<file path="config.mk">
export PLATFORM = sky130hd
export DESIGN_NAME = traffic_rate_meter_ema
export DESIGN_NICKNAME = d
export VERILOG_FILES = /design/src/rtl/core/trm_pkg.sv /design/src/rtl/core/trm_cnt.sv /design/src/rtl/core/trm_div.sv /design/src/rtl/core/traffic_rate_meter_ema.sv
export SDC_FILE = /design/constraint.sdc
export NUM_CORES = 2
export LEC_CHECK = 0
export BUFFER_PORTS_ARGS = -buffer_cell sky130_fd_sc_hd__clkbuf_2
export CORE_AREA = 2 2 314 316
export CTS_CLUSTER_DIAMETER = 120
export CTS_CLUSTER_SIZE = 25
export DETAILED_ROUTE_END_ITERATION = 6
export DIE_AREA = 0 0 316 318
export PLACE_DENSITY = 0.94
export SLEW_MARGIN = 20
export SYNTH_ARGS = -nofsm -noshare
export SYNTH_HDL_FRONTEND = slang
export SYNTH_SLANG_ARGS = --single-unit
</file>
<file path="constraint.sdc">
create_clock -name i_clk -period 25.2 [get_ports i_clk]
set_input_delay 7.56 -clock i_clk [delete_from_list [all_inputs] [get_ports i_clk]]
set_output_delay 7.56 -clock i_clk [all_outputs]
set_load 0.01 [all_outputs]
</file>
<file path="src/rtl/core/trm_pkg.sv">
// trm_pkg: widths, types and constants shared by the traffic rate meter.
// No dependencies; used by trm_cnt, traffic_rate_meter_ema and the test bench.
package trm_pkg;

    localparam int BYTE_W  = 16;   // message byte count
    localparam int TIME_W  = 48;   // microsecond time stamp
    localparam int TOTAL_W = 48;   // running byte total
    localparam int CNT_W   = 32;   // period byte and message counts
    localparam int RATE_W  = 40;   // byte rate, Q32.8
    localparam int MRATE_W = 32;   // message rate, Q24.8
    localparam int SAMP_W  = 11;   // averaging sample count
    localparam int USEC_W  = 20;   // width of one million
    localparam int PROD_W  = CNT_W + USEC_W;

    localparam logic [USEC_W-1:0]  USEC_PER_SEC = USEC_W'(1000000);
    localparam logic [SAMP_W-1:0]  SAMP_RESET   = SAMP_W'(10);
    localparam logic [RATE_W-1:0]  RATE_MAX     = '1;
    localparam logic [MRATE_W-1:0] MRATE_MAX    = '1;
    localparam logic [TOTAL_W-1:0] TOTAL_MAX    = '1;
    localparam logic [CNT_W-1:0]   CNT_MAX      = '1;

    typedef logic [TIME_W-1:0] t_time;

    // traffic counters as seen by the sequencer
    typedef struct packed {
        logic [TOTAL_W-1:0] total;
        logic [CNT_W-1:0]   period_bytes;
        logic [CNT_W-1:0]   period_msgs;
    } t_cnt_status;

endpackage

</file>
<file path="src/rtl/core/trm_cnt.sv">
// trm_cnt: saturating byte total and per-period byte and message counters.
// Depends on trm_pkg.
module trm_cnt (
    input  logic                         i_clk,
    input  logic                         i_rst_n,
    input  logic                         i_msg,
    input  logic [trm_pkg::BYTE_W-1:0]   i_byte_count,
    input  logic                         i_clear,
    output trm_pkg::t_cnt_status         o_status
);

    logic [trm_pkg::TOTAL_W-1:0] r_total;
    logic [trm_pkg::CNT_W-1:0]   r_pbytes;
    logic [trm_pkg::CNT_W-1:0]   r_pmsgs;
    logic [trm_pkg::TOTAL_W:0]   w_total_sum;
    logic [trm_pkg::CNT_W:0]     w_pbytes_sum;

    assign w_total_sum  = {1'b0, r_total} + (trm_pkg::TOTAL_W+1)'(i_byte_count);
    assign w_pbytes_sum = {1'b0, r_pbytes} + (trm_pkg::CNT_W+1)'(i_byte_count);

    // accumulate on message items, clear the period at each measurement
    always_ff @(posedge i_clk) begin
        if (!i_rst_n) begin
            r_total  <= '0;
            r_pbytes <= '0;
            r_pmsgs  <= '0;
        end else if (i_clear) begin
            r_pbytes <= '0;
            r_pmsgs  <= '0;
        end else if (i_msg) begin
            r_total  <= w_total_sum[trm_pkg::TOTAL_W] ? trm_pkg::TOTAL_MAX
                                                      : w_total_sum[trm_pkg::TOTAL_W-1:0];
            r_pbytes <= w_pbytes_sum[trm_pkg::CNT_W] ? trm_pkg::CNT_MAX
                                                     : w_pbytes_sum[trm_pkg::CNT_W-1:0];
            if (r_pmsgs != trm_pkg::CNT_MAX) begin
                r_pmsgs <= r_pmsgs + 1'b1;
            end
        end
    end

    assign o_status.total        = r_total;
    assign o_status.period_bytes = r_pbytes;
    assign o_status.period_msgs  = r_pmsgs;

endmodule

</file>
<file path="src/rtl/core/trm_div.sv">
// trm_div: bit-serial restoring divider, one quotient bit per cycle.
// No dependencies; standalone logic.
module trm_div #(
    parameter int NW = 60,
    parameter int DW = 48
) (
    input  logic          i_clk,
    input  logic          i_rst_n,
    input  logic          i_start,
    input  logic [NW-1:0] i_num,
    input  logic [DW-1:0] i_den,
    output logic          o_busy,
    output logic          o_done,
    output logic [NW-1:0] o_quo
);

    localparam int CW = $clog2(NW + 1);

    logic [NW-1:0] r_quo;
    logic [DW-1:0] r_rem;
    logic [DW-1:0] r_den;
    logic [CW-1:0] r_cnt;
    logic          r_busy;
    logic          r_done;
    logic [DW:0]   w_trial;
    logic [DW+1:0] w_diff;
    logic          w_ge;

    // shift the next numerator bit into the partial remainder and try a subtract
    assign w_trial = {r_rem, r_quo[NW-1]};
    assign w_diff  = {1'b0, w_trial} - {2'b00, r_den};
    assign w_ge    = ~w_diff[DW+1];

    // control
    always_ff @(posedge i_clk) begin
        if (!i_rst_n) begin
            r_busy <= 1'b0;
            r_done <= 1'b0;
            r_cnt  <= '0;
        end else begin
            r_done <= 1'b0;
            if (i_start) begin
                r_busy <= 1'b1;
                r_cnt  <= CW'(NW);
            end else if (r_busy) begin
                r_cnt <= r_cnt - 1'b1;
                if (r_cnt == CW'(1)) begin
                    r_busy <= 1'b0;
                    r_done <= 1'b1;
                end
            end
        end
    end

    // datapath: numerator shifts out the top while quotient bits enter below
    always_ff @(posedge i_clk) begin
        if (i_start) begin
            r_quo <= i_num;
            r_rem <= '0;
            r_den <= i_den;
        end else if (r_busy) begin
            r_quo <= {r_quo[NW-2:0], w_ge};
            r_rem <= w_ge ? w_diff[DW-1:0] : w_trial[DW-1:0];
        end
    end

    assign o_busy = r_busy;
    assign o_done = r_done;
    assign o_quo  = r_quo;

endmodule

</file>
<file path="src/rtl/core/traffic_rate_meter_ema.sv">
// Traffic rate meter with exponential moving averages. A message item (mode 0)
// adds its bytes to the saturating total and the period counts and is taken with
// no result. A measurement item (mode 1) yields one result: byte and message
// rates over the elapsed time in unsigned fixed point with FRAC_BITS fraction
// bits, and their running averages over avg_samples samples. In a measurement,
// four divisions (two rates, two averages) run in turn on one bit-serial
// divider that retires one quotient bit per cycle. Rates skipped for zero
// counts or zero elapsed time save one division each. A finished result sits
// in an output register, so new items are taken while it waits.
//
// traffic_rate_meter_ema: top level, sequencer, averages and output register.
// Depends on trm_pkg, trm_cnt and trm_div.
module traffic_rate_meter_ema #(
    parameter int FRAC_BITS = 8
) (
    input  logic                           i_clk,
    input  logic                           i_rst_n,
    // configuration
    input  logic                           i_cfg_we,
    input  logic [trm_pkg::SAMP_W-1:0]     i_cfg_data,
    // input items
    input  logic                           i_in_valid,
    output logic                           o_in_ready,
    input  logic                           i_mode,
    input  logic [trm_pkg::BYTE_W-1:0]     i_byte_count,
    input  logic [trm_pkg::TIME_W-1:0]     i_time_us,
    // result items
    output logic                           o_out_valid,
    input  logic                           i_out_ready,
    output logic [trm_pkg::RATE_W-1:0]     o_rate_last,
    output logic [trm_pkg::RATE_W-1:0]     o_rate_avg,
    output logic [trm_pkg::MRATE_W-1:0]    o_msg_rate,
    output logic [trm_pkg::MRATE_W-1:0]    o_msg_rate_avg,
    output logic [trm_pkg::TOTAL_W-1:0]    o_bytes_total,
    output logic [trm_pkg::CNT_W-1:0]      o_last_period_bytes
);

    localparam int NW      = trm_pkg::PROD_W + FRAC_BITS;
    localparam int RATE_W  = trm_pkg::RATE_W;
    localparam int MRATE_W = trm_pkg::MRATE_W;
    localparam int SAMP_W  = trm_pkg::SAMP_W;
    localparam int PROD_W  = trm_pkg::PROD_W;
    localparam int TIME_W  = trm_pkg::TIME_W;
    localparam int CNT_W   = trm_pkg::CNT_W;
    localparam int EMUL_W  = RATE_W + SAMP_W;

    // sequencer states
    localparam logic [2:0] ST_IDLE   = 3'd0;
    localparam logic [2:0] ST_RMUL   = 3'd1;
    localparam logic [2:0] ST_RSTART = 3'd2;
    localparam logic [2:0] ST_RWAIT  = 3'd3;
    localparam logic [2:0] ST_EMUL   = 3'd4;
    localparam logic [2:0] ST_ESTART = 3'd5;
    localparam logic [2:0] ST_EWAIT  = 3'd6;
    localparam logic [2:0] ST_DONE   = 3'd7;

    logic [2:0]                r_state;
    logic [2:0]                n_state;
    logic                      r_sel;          // 0: byte rate, 1: message rate
    logic [SAMP_W-1:0]         r_avg_samples;
    trm_pkg::t_time            r_last_time;
    trm_pkg::t_time            r_now;
    trm_pkg::t_time            r_elapsed;
    logic [PROD_W-1:0]         r_prod;
    logic [RATE_W-1:0]         r_addend;
    logic [RATE_W-1:0]         r_brate;
    logic [MRATE_W-1:0]        r_mrate;
    logic [RATE_W-1:0]         r_avg_b;
    logic [MRATE_W-1:0]        r_avg_m;
    logic [CNT_W-1:0]          r_latched;
    logic                      r_out_valid;
    logic [RATE_W-1:0]         r_o_rate_last;
    logic [RATE_W-1:0]         r_o_rate_avg;
    logic [MRATE_W-1:0]        r_o_msg_rate;
    logic [MRATE_W-1:0]        r_o_msg_rate_avg;
    logic [trm_pkg::TOTAL_W-1:0] r_o_bytes_total;
    logic [CNT_W-1:0]          r_o_last_period;

    trm_pkg::t_cnt_status      w_cnt;
    logic                      w_in_acc;
    logic                      w_out_load;
    logic [CNT_W-1:0]          w_count;
    logic                      w_rate_zero;
    logic                      w_rate_skip;
    logic [PROD_W-1:0]         w_rmul;
    logic [SAMP_W-1:0]         w_n;
    logic [SAMP_W-1:0]         w_nm1;
    logic [RATE_W-1:0]         w_avg_old;
    logic [RATE_W-1:0]         w_rate;
    logic [RATE_W-1:0]         w_seed;
    logic [EMUL_W-1:0]         w_emul;
    logic                      w_div_start;
    logic [NW-1:0]             w_div_num;
    logic [TIME_W-1:0]         w_div_den;
    logic                      w_div_busy;
    logic                      w_div_done;
    logic [NW-1:0]             w_quo;
    logic [RATE_W-1:0]         w_rate_q;

    assign o_in_ready = (r_state == ST_IDLE);
    assign w_in_acc   = i_in_valid && o_in_ready;
    assign w_out_load = (r_state == ST_DONE) && (!r_out_valid || i_out_ready);

    // traffic counters
    trm_cnt u_cnt (
        .i_clk        (i_clk),
        .i_rst_n      (i_rst_n),
        .i_msg        (w_in_acc && !i_mode),
        .i_byte_count (i_byte_count),
        .i_clear      (w_out_load),
        .o_status     (w_cnt)
    );

    // rate operands: the message rate is zero when the period had no bytes
    assign w_count     = r_sel ? w_cnt.period_msgs : w_cnt.period_bytes;
    assign w_rate_zero = (w_count == '0) || (r_sel && (w_cnt.period_bytes == '0));
    assign w_rate_skip = w_rate_zero || (r_elapsed == '0);
    assign w_rmul      = w_count * trm_pkg::USEC_PER_SEC;

    // average operands: n of zero acts as one, a zero average takes the new rate
    assign w_n       = (r_avg_samples == '0) ? SAMP_W'(1) : r_avg_samples;
    assign w_nm1     = w_n - 1'b1;
    assign w_avg_old = r_sel ? RATE_W'(r_avg_m) : r_avg_b;
    assign w_rate    = r_sel ? RATE_W'(r_mrate) : r_brate;
    assign w_seed    = (w_avg_old == '0) ? w_rate : w_avg_old;
    assign w_emul    = w_seed * w_nm1;

    // shared divider
    assign w_div_start = ((r_state == ST_RSTART) && !w_rate_skip) || (r_state == ST_ESTART);
    assign w_div_num   = (r_state == ST_ESTART) ? NW'(r_prod + PROD_W'(r_addend))
                                                : (NW'(r_prod) << FRAC_BITS);
    assign w_div_den   = (r_state == ST_ESTART) ? TIME_W'(w_n) : r_elapsed;

    trm_div #(
        .NW (NW),
        .DW (TIME_W)
    ) u_div (
        .i_clk   (i_clk),
        .i_rst_n (i_rst_n),
        .i_start (w_div_start),
        .i_num   (w_div_num),
        .i_den   (w_div_den),
        .o_busy  (w_div_busy),
        .o_done  (w_div_done),
        .o_quo   (w_quo)
    );

    // saturate the rate quotient to the width of the rate being computed
    always_comb begin
        if (r_sel) begin
            w_rate_q = (|w_quo[NW-1:MRATE_W]) ? RATE_W'(trm_pkg::MRATE_MAX)
                                              : RATE_W'(w_quo[MRATE_W-1:0]);
        end else begin
            w_rate_q = (|w_quo[NW-1:RATE_W]) ? trm_pkg::RATE_MAX : w_quo[RATE_W-1:0];
        end
    end

    // next state
    always_comb begin
        n_state = r_state;
        unique case (r_state)
            ST_IDLE: begin
                if (w_in_acc && i_mode) begin
                    n_state = ST_RMUL;
                end
            end
            ST_RMUL:   n_state = ST_RSTART;
            ST_RSTART: begin
                if (!w_rate_skip) begin
                    n_state = ST_RWAIT;
                end else begin
                    n_state = r_sel ? ST_EMUL : ST_RMUL;
                end
            end
            ST_RWAIT: begin
                if (w_div_done) begin
                    n_state = r_sel ? ST_EMUL : ST_RMUL;
                end
            end
            ST_EMUL:   n_state = ST_ESTART;
            ST_ESTART: n_state = ST_EWAIT;
            ST_EWAIT: begin
                if (w_div_done) begin
                    n_state = r_sel ? ST_DONE : ST_EMUL;
                end
            end
            ST_DONE: begin
                if (w_out_load) begin
                    n_state = ST_IDLE;
                end
            end
            default:   n_state = ST_IDLE;
        endcase
    end

    // control registers
    always_ff @(posedge i_clk) begin
        if (!i_rst_n) begin
            r_state       <= ST_IDLE;
            r_sel         <= 1'b0;
            r_avg_samples <= trm_pkg::SAMP_RESET;
            r_out_valid   <= 1'b0;
        end else begin
            r_state <= n_state;
            if (i_cfg_we) begin
                r_avg_samples <= i_cfg_data;
            end
            // byte pass then message pass, once for rates and once for averages
            if ((r_state == ST_RSTART && w_rate_skip) || (r_state == ST_RWAIT && w_div_done)
                || (r_state == ST_EWAIT && w_div_done)) begin
                r_sel <= ~r_sel;
            end
            if (w_out_load) begin
                r_out_valid <= 1'b1;
            end else if (i_out_ready) begin
                r_out_valid <= 1'b0;
            end
        end
    end

    // measurement state and datapath
    always_ff @(posedge i_clk) begin
        if (!i_rst_n) begin
            r_last_time <= '0;
            r_avg_b     <= '0;
            r_avg_m     <= '0;
            r_latched   <= '0;
        end else begin
            if (w_in_acc && i_mode) begin
                r_now     <= i_time_us;
                r_elapsed <= i_time_us - r_last_time;
            end
            if (r_state == ST_RMUL) begin
                r_prod <= w_rmul;
            end
            if (r_state == ST_EMUL) begin
                r_prod   <= PROD_W'(w_emul);
                r_addend <= w_rate;
            end
            // rate results: skipped divisions give zero or the saturated maximum
            if (r_state == ST_RSTART && w_rate_skip) begin
                if (r_sel) begin
                    r_mrate <= w_rate_zero ? '0 : trm_pkg::MRATE_MAX;
                end else begin
                    r_brate <= w_rate_zero ? '0 : trm_pkg::RATE_MAX;
                end
            end
            if (r_state == ST_RWAIT && w_div_done) begin
                if (r_sel) begin
                    r_mrate <= w_rate_q[MRATE_W-1:0];
                end else begin
                    r_brate <= w_rate_q;
                end
            end
            // averages never exceed the larger of old average and new rate
            if (r_state == ST_EWAIT && w_div_done) begin
                if (r_sel) begin
                    r_avg_m <= w_quo[MRATE_W-1:0];
                end else begin
                    r_avg_b <= w_quo[RATE_W-1:0];
                end
            end
            if (w_out_load) begin
                r_last_time <= r_now;
                if (w_cnt.period_bytes != '0) begin
                    r_latched <= w_cnt.period_bytes;
                end
            end
        end
    end

    // output register
    always_ff @(posedge i_clk) begin
        if (w_out_load) begin
            r_o_rate_last    <= r_brate;
            r_o_rate_avg     <= r_avg_b;
            r_o_msg_rate     <= r_mrate;
            r_o_msg_rate_avg <= r_avg_m;
            r_o_bytes_total  <= w_cnt.total;
            r_o_last_period  <= (w_cnt.period_bytes != '0) ? w_cnt.period_bytes : r_latched;
        end
    end

    assign o_out_valid         = r_out_valid;
    assign o_rate_last         = r_o_rate_last;
    assign o_rate_avg          = r_o_rate_avg;
    assign o_msg_rate          = r_o_msg_rate;
    assign o_msg_rate_avg      = r_o_msg_rate_avg;
    assign o_bytes_total       = r_o_bytes_total;
    assign o_last_period_bytes = r_o_last_period;

    // checks
    a_div_start_idle: assert property (@(posedge i_clk) disable iff (!i_rst_n)
        w_div_start |-> !w_div_busy)
        else $error("divider started while busy");

    a_measure_enters: assert property (@(posedge i_clk) disable iff (!i_rst_n)
        (w_in_acc && i_mode) |=> (r_state == ST_RMUL))
        else $error("measurement item did not start the sequence");

    a_period_cleared: assert property (@(posedge i_clk) disable iff (!i_rst_n)
        w_out_load |=> (w_cnt.period_bytes == '0) && (w_cnt.period_msgs == '0))
        else $error("period counters not cleared after a result");

    a_result_from_done: assert property (@(posedge i_clk) disable iff (!i_rst_n)
        $rose(o_out_valid) |-> ($past(r_state) == ST_DONE))
        else $error("result shown outside the final step");

    a_div_wait_only: assert property (@(posedge i_clk) disable iff (!i_rst_n)
        w_div_busy |-> (r_state == ST_RWAIT) || (r_state == ST_EWAIT))
        else $error("divider busy outside a wait step");

endmodule

</file>
After elaboration in Yosys (flattened, before gate mapping)
Cells that the tools add are included.
Widths: inputs -> output; s select.
{"block": "totals", "ff_bits": 928, "latchBits": 0, "ramBits": 0, "rom_bits": 0, "in_bits": 81, "output_inout_bits": 226, "elab_cells": 145, "n_memories": 0}
{"block": "classes", "add_sub_neg": 8, "mul": 2, "div_mod_pow": 0, "magnitude_cmp": 0, "eq_ne": 13, "shift": 0, "muxes": 44, "bitwise": 5, "n_reduce_logical": 41}
{"operator": "$mux 40", "count": 10}
{"operator": "$mux 32", "count": 9}
{"operator": "$mux 60", "count": 3}
{"operator": "$mux 48", "count": 2}
{"operator": "$logic_not 32->1", "count": 2}
{"operator": "$add 52x40->53", "count": 1}
{"operator": "$mux 52", "count": 1}
{"operator": "$mul 40x11->51", "count": 1}
{"operator": "$mux 51", "count": 1}
{"operator": "$sub 49x48->50", "count": 1}
{"operator": "$add 48x16->49", "count": 1}
{"operator": "$logic_not 48->1", "count": 1}
{"operator": "$sub 48x48->48", "count": 1}
{"operator": "$mul 32x14->46 const B", "count": 1}
{"operator": "$logic_not 40->1", "count": 1}
{"operator": "$add 32x16->33", "count": 1}
{"operator": "$add 32x1->32 const B", "count": 1}
{"operator": "$ne 32x32->1 const B", "count": 1}
{"operator": "$reduce_bool 32->1", "count": 1}
{"operator": "$reduce_or 28->1", "count": 1}
{"operator": "$pmux 3 s8", "count": 1}
{"operator": "$mux 11", "count": 2}
{"operator": "$reduce_or 20->1", "count": 1}
{"operator": "$mux 3", "count": 6}
{"operator": "other kinds (21)", "count": 62}

Logic depth before layout (Yosys ltp)
{"block": "logic_depth", "depth_word": 8, "ltp_mapped": 34, "depth_no_buf": 30}

Cells and area by module
A second synthesis with hierarchy kept.
{"block": "hier_totals", "hier_cells": 6737, "hier_area_um2": 66777.8}
{"mod": "traffic_rate_meter_ema", "n_inst": 1, "cells_per_inst": 5066, "area_each_um2": 51105.3}
{"mod": "trm_div", "n_inst": 1, "cells_per_inst": 875, "area_each_um2": 9102.5}
{"mod": "trm_cnt", "n_inst": 1, "cells_per_inst": 796, "area_each_um2": 6570.1}

Worst setup path before layout
OpenSTA, ideal clock, no wires.
{"block": "synth_path", "kind": "input to register", "start": "in i_out_ready", "end": "reg r_o_bytes_total (netlist bit o_bytes_total[0]) (enable)", "arrival_ns": 14.316, "required_time_ns": 24.525, "setup_slack_ns": 10.209, "cell_stages": 5, "path_buffers": 2, "cell_sequence": "nand2b_1 nand2b_1 clkbuf_1 inv_2 clkbuf_1"}
{"block": "synth_via", "elab_chain_len": 2}
{"item": "start, declared", "line_no": "traffic_rate_meter_ema.sv:29", "source": "input logic i_out_ready,"}
{"item": "$logic_or 1x1->1", "line_no": "traffic_rate_meter_ema.sv:102", "source": "assign w_out_load = (r_state == ST_DONE) && (!r_out_valid || i_out_ready);"}
{"item": "$logic_and 1x1->1", "line_no": "traffic_rate_meter_ema.sv:102"}
{"item": "via u_cnt.i_clear", "line_no": "trm_cnt.sv:8", "source": "input logic i_clear,"}
{"item": "end signal, assigned", "line_no": "traffic_rate_meter_ema.sv:279", "source": "r_o_bytes_total <= w_cnt.total;"}
{"item": "end, declared", "line_no": "traffic_rate_meter_ema.sv:76", "source": "logic [trm_pkg::TOTAL_W-1:0] r_o_bytes_total;"}
The timed path passes the listed nets, and every way through them passes these cells.
A chain may end at the register's enable or synchronous reset.

Final worst setup path
{"block": "layout_path", "start": "in i_out_ready", "end": "reg r_o_msg_rate[4], in the netlist o_msg_rate[4] (enable)"}
{"block": "layout_via", "elab_chain_len": 2}
{"item": "$logic_or 1x1->1", "line_no": "traffic_rate_meter_ema.sv:102"}
{"item": "$logic_and 1x1->1", "line_no": "traffic_rate_meter_ema.sv:102"}
{"item": "end signal, assigned", "line_no": "traffic_rate_meter_ema.sv:277", "source": "r_o_msg_rate <= r_mrate;"}
{"item": "end, declared", "line_no": "traffic_rate_meter_ema.sv:74", "source": "logic [MRATE_W-1:0] r_o_msg_rate;"}
Every way passes these cells.

==> flow_summary.yaml <==
detailed_routing:
  dr.first_iter.drc_count: 6056
  via_per_inst: 6.46
  vias: 53015
  drc: 1
  dr.pass1.iters: 7
  drt-wirelength-per-cell_um: 22.9
  detail-route-antenna-nets: 0
  routed_wl_mm: 188
sta:
  rsz0062_at_grt: "false"
  maxSlewViolCount: 0
  setup_tns_ns: 0
  period_minus_slack_ns: 11.08
  max-slew-margin-rel_pct: 19.1
  tightest_slew_ns: 1.20
  setup_viol: 0
  fin_crit_sh_pct: 44.0
  fmax_ghz: 0.0902
  holdWs_ns: 0.461
  hold_viol_final: 0
  fin_skew_ns: 0.0418
setup_path:
  end_kind: "register"
  reg2reg_from: "r_avg_b[33]"
  cp.required_ns: 25.49
  rr_endpoint: "r_prod[44]"
  worst_ep_arrival_time_ns: 11.37
  reg2reg_slack_ns: 14.76
  rr_worst_depth: 27
  cp-start-kind: "input port"
  critPathMaxFanout: 103
  worstSetupPathType: "in -> reg"
layout:
  drive_above_1_share_pct: 7.82
  area_delta_synth_final_pct: 6.00
  post-route-util_pct: 71.4
  layout.cells.non_filler: 8208
  multi_input_area_um2: 37600
  nNetsFinal: 7873
  final_common_cell: "nand2_1"
  layout_common_cells: "nand2_1, inv_1, a21oi_1"
  fill_cells: 6779
  register_area_um2: 24500
synthesis:
  ys_async_sr_fraction_pct: 0
  synth-compound-area-share_pct: 13.5
  syn_area_per_cell_um2: 9.70
  synth_edf_count: 592
  synth_top_area_share_pct: 27.1
  seq_area_frac_synth_pct: 37.3
  synth_top_family_by_area: "adder cells"
  synth.cell_area_um2: 65600
  yosysWarnings: 0
  synth_ff_type: "edfxtp_1"
  ys_seq_elements: 928
  synth-simple-area-share_pct: 14.5
  synth_cells: 6768
  yosys.area_share.adder_pct: 22.9
  synth_top_area_cell: "edfxtp_1"
  synthXorXnorAreaFrac_pct: 4.16
  post_synth_num_cell_types: 90
  synthMuxAreaShare_pct: 2.03
  synthTopCellsByArea: "edfxtp_1, fa_1, dfxtp_1"
  synth_nets: 7759
global_route:
  grt_start_max_net_pins: 128
  grtUsageTotal_pct: 37.1
  grt_pass1_vias: 52090
  overflow: 0
  grt_pass1_wl_mm: 291
  grt_antenna_before_repair: 9
status:
  status: "complete, but fails checks"
  violations: "DRC"
worst_hold_path:
  whs_path_depth: 2
  hold_end: "r_last_time[31]"
  hold_start: "r_last_time[31]"
  worst_hold_path_type: "reg -> reg"
place:
  dpl.cell_count: 8124
  gp_congestion: 1.03
  dp_hpwl_mm: 141
  port_buffers: 306
clocking:
  cts_tree: "yes"
  htreeDepth: 2
  ctsResizeCount: 0
  clkSinkCount: 928
  cts-root-buf: "clkbuf_16"
  cts_buffer_depth: 3
  post_cts_buffers: 0
  cts_made_buffers: 43
  clk_pin_slew_ns: 0.10
  clk_latency_ns: 0.66
  holdBufCountCts: 0
flow_run:
  maxCapViolations: 0
die:
  initial_core_util_pct: 67.4
  die_y_um: 318
  die_area_um2: 100000
  ioPinCount: 307
  fp-row-count: 115
  die_x_um: 316
  core-area_um2: 97400
power:
  leakage_nw: 29.7
  vdd_drop_max_mv: 0.121
  power.density_nw_per_um2: 104
==> logic make-up (layout without fill, tap and decap cells) <==
kind of cell / after synthesis / after routing
XOR/XNOR: 312 / 312
adder cells (fa/ha/maj): 910 / 910
buffers and inverters: 958 / 1107
AND/OR/NAND/NOR: 2098 / 2098
flip-flops: 928 / 928
multiplexers: 129 / 129
other: 0 / 4
AO/OA/AOI/OAI: 1433 / 1433
==> report_power, final <==
group          switching, mW  internal [mW]  leakage, nW  total, mW
clock network          0.489          0.338        0.605      0.826
registers              0.127           1.78         8.29       1.91
logic                   2.85           1.62         20.8       4.47
==> cell usage after synthesis, types with 14 or more instances <==
| cell | n |
|---|---|
| o31ai_1 | 14 |
| mux2i_1 | 97 |
| a31oi_1 | 56 |
| nor4_1 | 67 |
| inv_1 | 648 |
| ha_1 | 429 |
| and3_1 | 56 |
| buf_1 | 19 |
| clkbuf_1 | 262 |
| or3_1 | 31 |
| and4_1 | 17 |
| mux2_2 | 32 |
| nand4_1 | 87 |
| a221oi_1 | 18 |
| and2_1 | 117 |
| a211oi_1 | 32 |
| o21ai_0 | 242 |
| nor2_1 | 424 |
| a221o_1 | 31 |
| dfxtp_1 | 336 |
| nand3_1 | 94 |
| nor2b_1 | 49 |
| fa_1 | 481 |
| edfxtp_1 | 592 |
| xor2_1 | 137 |
| o21bai_1 | 44 |
| nor3_1 | 97 |
| nand2_1 | 963 |
| o211ai_1 | 21 |
| o21ai_1 | 16 |
| xnor2_1 | 175 |
| o221a_2 | 21 |
| nand2b_1 | 55 |
| a21oi_1 | 620 |
| a21o_1 | 153 |
| buf_2 | 18 |
| o21a_1 | 33 |
==> worst max-delay path, cell delays in order <==
cell      delay, ns
clkbuf_2       0.07
nand2b_1       0.41
nand2b_4       0.25
inv_8          0.50
buf_4          0.64
buf_4          0.74
buf_4          0.90
==> flip-flops by register name (all words and copies together) (netlist names), 48 cells and up <==
signal and count:
u_div.r_den 48, r_elapsed 48, u_cnt.r_total 48, r_prod 52, u_div.r_rem 48, r_now 48, o_bytes_total 48, r_last_time 48
u_div.o_quo 60
==> per-stage QoR <==
| step | worst slack, ns | area, um2 | power, mW |
|---|---|---|---|
| finish | 14.12 | 69600 | 7.20 |
| global placement | 13.68 | 68300 | 6.16 |
| global route | 13.91 | 69600 | 7.65 |
| detailed placement | 13.55 | 68300 | 6.27 |
| floorplan | 10.21 | 65600 | 4.99 |
| CTS | 14.25 | 69500 | 7.10 |
==> worst max-delay path by stage <==
stage	start	end	slack, ns	cells after the start
floorplan	i_out_ready	o_bytes_total[0]	10.21	5
global placement	i_out_ready	o_msg_rate[2]	13.68	7
detailed placement	i_out_ready	o_msg_rate[2]	13.55	7
CTS	i_out_ready	o_msg_rate_avg[0]	14.25	7
global route	i_out_ready	o_rate_avg[7]	13.91	7
finish	i_out_ready	o_msg_rate[4]	14.12	7
==> final cells by class <==
cell class / count / share of cell area [%]
antenna: 4 / 0.0144
multi-input combinational: 4882 / 54.1
sequential: 928 / 35.2
inverter: 653 / 3.54
tap: 1287 / 2.32
clock buffer: 76 / 1.76
clock inverter: 4 / 0.0720
timing repair buffer: 374 / 2.94
==> per-layer routing <==
metal  vias to the layer above  part of all wire (%)  GRT usage (%)
li1                      23467                     -              -
met1                     25562                    37           48.2
met2                      3237                    46           58.8
met3                       739                    10           7.13
met4                        10                   6.6           20.3
met5                         -                 0.043              0
Power figures use the tool's default switching activity.
